--- config.mk ---
export PLATFORM = sky130hd
export DESIGN_NAME = cube_map_face_uv_from_direction_flat
export DESIGN_NICKNAME = d
export VERILOG_FILES = /design/src/rtl/cmf_pkg.sv /design/src/rtl/cmf_if.sv /design/src/rtl/cmf_select.sv /design/src/rtl/cmf_cell.sv /design/src/rtl/cmf_pack.sv /design/src/rtl/cube_map_face_uv_from_direction.sv /design/src/flat_wrapper.sv
export SDC_FILE = /design/constraint.sdc
export NUM_CORES = 2
export LEC_CHECK = 0
export BUFFER_PORTS_ARGS = -buffer_cell sky130_fd_sc_hd__buf_2
export CAP_MARGIN = 25
export CORE_MARGIN = 2
export CORE_UTILIZATION = 64
export DETAILED_ROUTE_END_ITERATION = 10
export GPL_TIMING_DRIVEN = 0
export PLACE_DENSITY = 0.83
export SETUP_SLACK_MARGIN = 0.1
export SLEW_MARGIN = 20
export SYNTH_ARGS = -nofsm -noshare
export SYNTH_HDL_FRONTEND = slang
export SYNTH_HIERARCHICAL = 1
export SYNTH_SLANG_ARGS = --single-unit
--- constraint.sdc ---
create_clock -name clk -period 9.05 [get_ports clk]
set_input_delay 1.81 -clock clk [delete_from_list [all_inputs] [get_ports clk]]
set_output_delay 1.81 -clock clk [all_outputs]
set_load 0.05 [all_outputs]
--- src/rtl/cmf_pkg.sv ---
// Shared constants, codes and stage types of the cube map face selector.
package cmf_pkg;

	// Input coordinate width (signed Q1.(COORD_WIDTH-1)) and output fraction width.
	localparam int COORD_WIDTH = 16;
	localparam int UV_WIDTH    = 16;

	typedef logic [2:0] face_t;

	localparam face_t FACE_POS_X = 3'd0;
	localparam face_t FACE_NEG_X = 3'd1;
	localparam face_t FACE_POS_Y = 3'd2;
	localparam face_t FACE_NEG_Y = 3'd3;
	localparam face_t FACE_POS_Z = 3'd4;
	localparam face_t FACE_NEG_Z = 3'd5;

	typedef logic [COORD_WIDTH-1:0] mag_t;
	typedef logic [UV_WIDTH-1:0]    frac_t;

	// Item as it travels down the divider chain.
	typedef struct packed {
		face_t face;
		logic  zero;
		logic  sat_u;
		logic  sat_v;
		mag_t  mag;
		mag_t  rem_u;
		mag_t  rem_v;
		frac_t quo_u;
		frac_t quo_v;
	} div_t;

endpackage

--- src/rtl/cmf_if.sv ---
// Valid/ready channels for direction items and face coordinate items.
interface cmf_vec_if;
	import cmf_pkg::*;

	logic                          valid;
	logic                          ready;
	logic signed [COORD_WIDTH-1:0] dir_x;
	logic signed [COORD_WIDTH-1:0] dir_y;
	logic signed [COORD_WIDTH-1:0] dir_z;

	modport source(output valid, output dir_x, output dir_y, output dir_z, input ready);
	modport sink(input valid, input dir_x, input dir_y, input dir_z, output ready);
endinterface

interface cmf_uv_if;
	import cmf_pkg::*;

	logic       valid;
	logic       ready;
	face_t      face;
	frac_t      tex_u;
	frac_t      tex_v;
	logic       zero_vector;

	modport source(output valid, output face, output tex_u, output tex_v,
		output zero_vector, input ready);
	modport sink(input valid, input face, input tex_u, input tex_v,
		input zero_vector, output ready);
endinterface

--- src/rtl/cmf_select.sv ---
// Face selection stage: picks the major axis and sets up the two divisions.
module cmf_select (
	input  logic                                   clk,
	input  logic                                   arst_n,
	input  logic                                   up_valid,
	output logic                                   up_ready,
	input  logic signed [cmf_pkg::COORD_WIDTH-1:0] dir_x,
	input  logic signed [cmf_pkg::COORD_WIDTH-1:0] dir_y,
	input  logic signed [cmf_pkg::COORD_WIDTH-1:0] dir_z,
	output logic                                   dn_valid,
	input  logic                                   dn_ready,
	output cmf_pkg::div_t                          dn_data
);
	import cmf_pkg::*;

	typedef logic signed [COORD_WIDTH:0] wide_t;

	mag_t  ax, ay, az, mag;
	wide_t ex, ey, ez, uc, vc, mag_ext, ru_full, rv_full;
	face_t face;
	logic  zero, pos_u, pos_v, sat_u, sat_v;
	logic  valid_s1;
	div_t  data_s1;

	// Sign-extend by one bit so that the negation of the most negative value is exact.
	assign ex = {dir_x[COORD_WIDTH-1], dir_x};
	assign ey = {dir_y[COORD_WIDTH-1], dir_y};
	assign ez = {dir_z[COORD_WIDTH-1], dir_z};

	// Magnitudes fit in COORD_WIDTH unsigned bits, including the most negative input.
	assign ax = dir_x[COORD_WIDTH-1] ? mag_t'(~dir_x + 1'b1) : mag_t'(dir_x);
	assign ay = dir_y[COORD_WIDTH-1] ? mag_t'(~dir_y + 1'b1) : mag_t'(dir_y);
	assign az = dir_z[COORD_WIDTH-1] ? mag_t'(~dir_z + 1'b1) : mag_t'(dir_z);

	assign zero = (ax == '0) && (ay == '0) && (az == '0);

	// Major axis: Z wins ties over Y, Y wins ties over X; zero counts as negative.
	always_comb begin
		if (az >= ax && az >= ay) begin
			mag = az;
			if (!dir_z[COORD_WIDTH-1] && dir_z != '0) begin
				face = FACE_POS_Z; uc = ex;  vc = ey;
			end else begin
				face = FACE_NEG_Z; uc = -ex; vc = ey;
			end
		end else if (ay >= ax) begin
			mag = ay;
			if (!dir_y[COORD_WIDTH-1] && dir_y != '0) begin
				face = FACE_POS_Y; uc = ex; vc = -ez;
			end else begin
				face = FACE_NEG_Y; uc = ex; vc = ez;
			end
		end else begin
			mag = ax;
			if (!dir_x[COORD_WIDTH-1] && dir_x != '0) begin
				face = FACE_POS_X; uc = -ez; vc = ey;
			end else begin
				face = FACE_NEG_X; uc = ez;  vc = ey;
			end
		end
	end

	// Leading quotient digit of (c + max) / max and its remainder, found by sign alone.
	assign mag_ext = wide_t'({1'b0, mag});
	assign sat_u   = (uc == mag_ext);
	assign sat_v   = (vc == mag_ext);
	assign pos_u   = !uc[COORD_WIDTH];
	assign pos_v   = !vc[COORD_WIDTH];
	assign ru_full = pos_u ? uc : uc + mag_ext;
	assign rv_full = pos_v ? vc : vc + mag_ext;

	assign up_ready = !valid_s1 || dn_ready;

	// Stage register control.
	always_ff @(posedge clk or negedge arst_n) begin
		if (!arst_n) begin
			valid_s1 <= 1'b0;
		end else if (up_ready) begin
			valid_s1 <= up_valid;
		end
	end

	// Stage register payload.
	always_ff @(posedge clk) begin
		if (up_ready && up_valid) begin
			data_s1.face  <= face;
			data_s1.zero  <= zero;
			data_s1.sat_u <= sat_u;
			data_s1.sat_v <= sat_v;
			data_s1.mag   <= mag;
			data_s1.rem_u <= sat_u ? '0 : ru_full[COORD_WIDTH-1:0];
			data_s1.rem_v <= sat_v ? '0 : rv_full[COORD_WIDTH-1:0];
			data_s1.quo_u <= {{(UV_WIDTH-1){1'b0}}, pos_u};
			data_s1.quo_v <= {{(UV_WIDTH-1){1'b0}}, pos_v};
		end
	end

	assign dn_valid = valid_s1;
	assign dn_data  = data_s1;
endmodule

--- src/rtl/cmf_cell.sv ---
// Divider cell: one restoring step for both coordinates, then a stage register.
module cmf_cell (
	input  logic          clk,
	input  logic          arst_n,
	input  logic          up_valid,
	output logic          up_ready,
	input  cmf_pkg::div_t up_data,
	output logic          dn_valid,
	input  logic          dn_ready,
	output cmf_pkg::div_t dn_data
);
	import cmf_pkg::*;

	logic [COORD_WIDTH:0] dbl_u, dbl_v, mag_ext;
	logic [COORD_WIDTH:0] sub_u, sub_v;
	logic                 bit_u, bit_v;
	logic                 valid_q;
	div_t                 nxt_data;
	div_t                 data_q;

	// Remainder is below the divisor, so its double fits in COORD_WIDTH+1 bits.
	assign dbl_u   = {up_data.rem_u, 1'b0};
	assign dbl_v   = {up_data.rem_v, 1'b0};
	assign mag_ext = {1'b0, up_data.mag};
	assign bit_u   = dbl_u >= mag_ext;
	assign bit_v   = dbl_v >= mag_ext;
	assign sub_u   = dbl_u - mag_ext;
	assign sub_v   = dbl_v - mag_ext;

	// Next item: new remainders and the quotient bits shifted in.
	always_comb begin
		nxt_data       = up_data;
		nxt_data.rem_u = bit_u ? sub_u[COORD_WIDTH-1:0] : dbl_u[COORD_WIDTH-1:0];
		nxt_data.rem_v = bit_v ? sub_v[COORD_WIDTH-1:0] : dbl_v[COORD_WIDTH-1:0];
		nxt_data.quo_u = {up_data.quo_u[UV_WIDTH-2:0], bit_u};
		nxt_data.quo_v = {up_data.quo_v[UV_WIDTH-2:0], bit_v};
	end

	assign up_ready = !valid_q || dn_ready;

	// Cell register control.
	always_ff @(posedge clk or negedge arst_n) begin
		if (!arst_n) begin
			valid_q <= 1'b0;
		end else if (up_ready) begin
			valid_q <= up_valid;
		end
	end

	// Cell register payload.
	always_ff @(posedge clk) begin
		if (up_ready && up_valid) begin
			data_q <= nxt_data;
		end
	end

	assign dn_valid = valid_q;
	assign dn_data  = data_q;
endmodule

--- src/rtl/cmf_pack.sv ---
// Output stage: saturates full-scale values, clears the zero vector case, registers the item.
module cmf_pack (
	input  logic          clk,
	input  logic          arst_n,
	input  logic          up_valid,
	output logic          up_ready,
	input  cmf_pkg::div_t up_data,
	cmf_uv_if.source      res
);
	import cmf_pkg::*;

	logic  valid_q;
	face_t face_q;
	frac_t u_q, v_q;
	logic  zero_q;
	frac_t u_val, v_val;

	// A coordinate equal to the axis magnitude maps to the largest fraction.
	assign u_val = up_data.zero ? '0 : (up_data.sat_u ? '1 : up_data.quo_u);
	assign v_val = up_data.zero ? '0 : (up_data.sat_v ? '1 : up_data.quo_v);

	assign up_ready = !valid_q || res.ready;

	// Output register control.
	always_ff @(posedge clk or negedge arst_n) begin
		if (!arst_n) begin
			valid_q <= 1'b0;
		end else if (up_ready) begin
			valid_q <= up_valid;
		end
	end

	// Output register payload.
	always_ff @(posedge clk) begin
		if (up_ready && up_valid) begin
			face_q <= up_data.face;
			u_q    <= u_val;
			v_q    <= v_val;
			zero_q <= up_data.zero;
		end
	end

	assign res.valid       = valid_q;
	assign res.face        = face_q;
	assign res.tex_u       = u_q;
	assign res.tex_v       = v_q;
	assign res.zero_vector = zero_q;
endmodule

--- src/rtl/cube_map_face_uv_from_direction.sv ---
// Top level of the cube map face selector with face-local texture coordinates.
// A direction item enters on vec and leaves on res as a face code and two 0.16
// fractions. The block takes one item every cycle while res does not stall it.
// The select stage picks the face, UV_WIDTH-1 divider cells each add one
// quotient bit to both coordinates, and one output register finishes the
// result. Each stage stalls only when the stage after it is full, so bubbles
// close up while the output waits.
module cube_map_face_uv_from_direction (
	input  logic     clk,
	input  logic     arst_n,
	cmf_vec_if.sink  vec,
	cmf_uv_if.source res
);
	import cmf_pkg::*;

	localparam int NUM_CELLS = UV_WIDTH - 1;

	div_t st_data  [NUM_CELLS+1];
	logic st_valid [NUM_CELLS+1];
	logic st_ready [NUM_CELLS+1];

	// Face selection and setup of the leading quotient digit.
	cmf_select u_select (
		.clk      (clk),
		.arst_n   (arst_n),
		.up_valid (vec.valid),
		.up_ready (vec.ready),
		.dir_x    (vec.dir_x),
		.dir_y    (vec.dir_y),
		.dir_z    (vec.dir_z),
		.dn_valid (st_valid[0]),
		.dn_ready (st_ready[0]),
		.dn_data  (st_data[0])
	);

	// Chain of divider cells, one quotient bit each.
	for (genvar k = 1; k <= NUM_CELLS; k++) begin : g_cell
		cmf_cell u_cell (
			.clk      (clk),
			.arst_n   (arst_n),
			.up_valid (st_valid[k-1]),
			.up_ready (st_ready[k-1]),
			.up_data  (st_data[k-1]),
			.dn_valid (st_valid[k]),
			.dn_ready (st_ready[k]),
			.dn_data  (st_data[k])
		);
	end

	// Final saturation and output register.
	cmf_pack u_pack (
		.clk      (clk),
		.arst_n   (arst_n),
		.up_valid (st_valid[NUM_CELLS]),
		.up_ready (st_ready[NUM_CELLS]),
		.up_data  (st_data[NUM_CELLS]),
		.res      (res)
	);
endmodule
--- src/flat_wrapper.sv ---
// flat-port wrapper written by rule: the top's interface ports become plain ports
module cube_map_face_uv_from_direction_flat import cmf_pkg::*;
  (clk, arst_n, vec_valid, vec_dir_x, vec_dir_y, vec_dir_z, vec_ready, res_valid, res_face, res_tex_u, res_tex_v, res_zero_vector, res_ready);
  cmf_vec_if vec_i ();
  cmf_uv_if res_i ();
  input  logic clk;
  input  logic arst_n;
  input wire logic [$bits(vec_i.valid)-1:0] vec_valid;
  input wire logic [$bits(vec_i.dir_x)-1:0] vec_dir_x;
  input wire logic [$bits(vec_i.dir_y)-1:0] vec_dir_y;
  input wire logic [$bits(vec_i.dir_z)-1:0] vec_dir_z;
  output wire logic [$bits(vec_i.ready)-1:0] vec_ready;
  output wire logic [$bits(res_i.valid)-1:0] res_valid;
  output wire logic [$bits(res_i.face)-1:0] res_face;
  output wire logic [$bits(res_i.tex_u)-1:0] res_tex_u;
  output wire logic [$bits(res_i.tex_v)-1:0] res_tex_v;
  output wire logic [$bits(res_i.zero_vector)-1:0] res_zero_vector;
  input wire logic [$bits(res_i.ready)-1:0] res_ready;
  assign vec_i.valid = vec_valid;
  assign vec_i.dir_x = vec_dir_x;
  assign vec_i.dir_y = vec_dir_y;
  assign vec_i.dir_z = vec_dir_z;
  assign vec_ready = vec_i.ready;
  assign res_valid = res_i.valid;
  assign res_face = res_i.face;
  assign res_tex_u = res_i.tex_u;
  assign res_tex_v = res_i.tex_v;
  assign res_zero_vector = res_i.zero_vector;
  assign res_i.ready = res_ready;
  cube_map_face_uv_from_direction u_core (.clk(clk), .arst_n(arst_n), .vec(vec_i), .res(res_i));
endmodule
==> results.cfg <==
[global_route]
antenna_found_initial = 2
grt.total_usage_pct = 32.6
grt_pass1_wl_mm = 293
grt_max_degree = 61
grt_overflow = 0
grt_pass1_vias = 50900

[clocking]
cts_buffer_depth = 3
clock_sinks = 1141
clockRootBuffer = clkbuf_16
tritoncts = built
numCtsBuffers = 114
htree_levels = 3
path_clk_slew_ps = 60
clk_latency_ps = 760
cts_hold_buf = 0

[die]
chipWidth_um = 340
coreArea_mm2 = 0.112
die_area_mm2 = 0.116
ios = 90
initial_core_util_pct = 64.4
die_h_um = 340
num_rows = 123

[yosys]
yosysWarnings = 6
synth.avg_cell_area_um2 = 11.1
syn_area_mm2 = 0.0723
syn_nets = 7145
synthCells = 6502

[route]
wl_met3_mm = 13.0
num_vias = 53500
wl_met2_mm = 90.7
top_layer_used = met4
wl_mm = 193
drt-initial-drc-count = 5169
routed_via_density = 6.42
wl_met1_mm = 81.0
wl_per_cell_um = 23.2
ant_nets = 0
drc = 0
first_pass_iters = 8

[worst_setup_path]
crit_path_top_delay_cell = o21ai_0
cp-end-kind = flop
ff2ff_setup_slack_ps = 4620
path_max_fanout = 10
crit_arrival_ps = 9330
r2r-start = u_core/u_pack/res.valid$_DFFE_PN0P_
r2r_cells = 18
crit_top_cell = or3_4
path_class = input pin to flop
required_ps = 9470
critical-path-max-stage-delay_ps = 690
r2r-end = u_core/u_select/dn_data[55]$_SDFFCE_PP0P_
critPathLaunchType = input pin

[run_status]
status = completed

[hold_path]
min_path_cells = 0
min_to = u_core/g_cell[11].u_cell/dn_data[3]$_DFFE_PP_
hold_class = flop to flop
hp-start = u_core/g_cell[10].u_cell/dn_data[2]$_DFFE_PP_

[timing]
fin_skew_ps = 54.2
worstMarginPinSlew_ps = 1060
max_freq_mhz = 112
rsz0062_at_grt = no
slew_headroom_pct = 29.3
timing_hold_violations_final = 0
slew_violations = 0
setup_viol = 0
finalCriticalPeriod_ps = 8910
min_period_over_period_pct = 98.4

[cells_and_area]
final_nets = 7370
layout-drive-gt1-share_pct = 11.3
area_growth_pct = 9.86
n_antenna_cell = 0
postLayoutCellArea_mm2 = 0.0794
layout_commonest_cell = edfxtp_1
mostFrequentLayoutCells = edfxtp_1, ha_1, a21oi_1, inv_1, nor2_1
fin_util_pct = 70.8

[placement]
portBuffers = 80
placed_area_mm2 = 0.0749
dp_hpwl_mm = 149
place.gp.congestion = 1.00

[pwr]
total_power_mw = 31.9
power_frac_seq_pct = 30.5
p_leak_nw = 31.8
switching_power_mw = 13.1
clockPowerShare_pct = 15.7
power_frac_comb_pct = 53.8
swShare_pct = 41.2
internal_power_mw = 18.7
ir_drop_mv = 0.326
power.density_mw_per_mm2 = 401

[run]
max_cap_violations = 0
-- power groups by stage --
stage | logic, mW | registers, mW | clock network, mW
after floorplan | 12.7 | 9.33 | 0
after global placement | 16.1 | 9.79 | 0
after detailed placement | 16.6 | 9.77 | 0
after CTS | 16.8 | 9.68 | 5.10
after global routing | 18.6 | 9.81 | 5.30
final | 17.1 | 9.71 | 5.01
-- flip-flops by register name, indices dropped and copies added (netlist names) --
register,flops
u_core/g_cell.u_cell/dn_valid,15
u_core/g_cell.u_cell/dn_data,1032
u_core/u_pack/res.tex_v,16
u_core/u_pack/res.tex_u,16
u_core/u_pack/res.face,3
u_core/u_select/dn_data,56
u_core/u_pack/res.zero_vector,1
u_core/u_select/dn_valid,1
u_core/u_pack/res.valid,1
-- critical path: cells and delay by family --
kind	cells	cell delay (ps)
AND/OR/NAND/NOR	9	2880
AO/OA/AOI/OAI	12	2730
buffers and inverters	4	760
adder cells (fa/ha/maj)	2	700
XOR/XNOR	1	230
multiplexers	1	220
-- repair_timing --
action,in CTS,in global routing
buffers inserted,4,12
pin swaps,0,7
hold endpoints to repair,0,0
endpoints found under the setup margin,34,34
gates resized for setup,51,33
-- how the worst max path moves through the flow --
stage	to	depth (start not counted)	slack (ps)	from
floorplan	u_core/u_select/dn_data[45]$_SDFFCE_PP0P_	32	130	vec_dir_z[2]
detailed placement	u_core/u_select/dn_data[58]$_SDFFCE_PP0P_	29	-2330	vec_dir_z[2]
global placement	u_core/u_select/dn_data[58]$_SDFFCE_PP0P_	29	-2340	vec_dir_z[2]
finish	u_core/u_select/dn_data[46]$_SDFFCE_PP0P_	29	140	vec_dir_z[2]
global route	u_core/u_select/dn_data[46]$_SDFFCE_PP0P_	31	110	vec_dir_z[2]
CTS	u_core/u_select/dn_data[58]$_SDFFCE_PP0P_	29	80	vec_dir_z[2]
-- per-layer routing --
layer / up-vias / GRT usage [%]
met2: 2104 / 53.5
met3: 459 / 4.50
met5: - / 0
met4: 0 / 13.4
li1: 24900 / -
met1: 25900 / 43.9
-- cell type report --
cell class / count / area [um^2]
multi-input combinational: 4709 / 35600
sequential: 1141 / 34200
fill: 7905 / 32800
clock buffer: 131 / 2940
tap: 1500 / 1880
inverter: 498 / 1870
clock inverter: 80 / 1110
buffer: 154 / 1000
timing repair buffer: 109 / 863
-- through the flow --
step           TNS (ps)  setup slack [ps]  std cells  hold slack, ps
2_1_floorplan         0               129       6502             400
3_3_place_gp     -67010             -2340       8082             400
3_5_place_dp     -67210             -2330       8095             405
4_1_cts               0              78.8       8310             377
5_1_grt               0               107       8322             380
6_report              0               144       8322             377
Note: power is estimated with default switching activity, not from simulation.
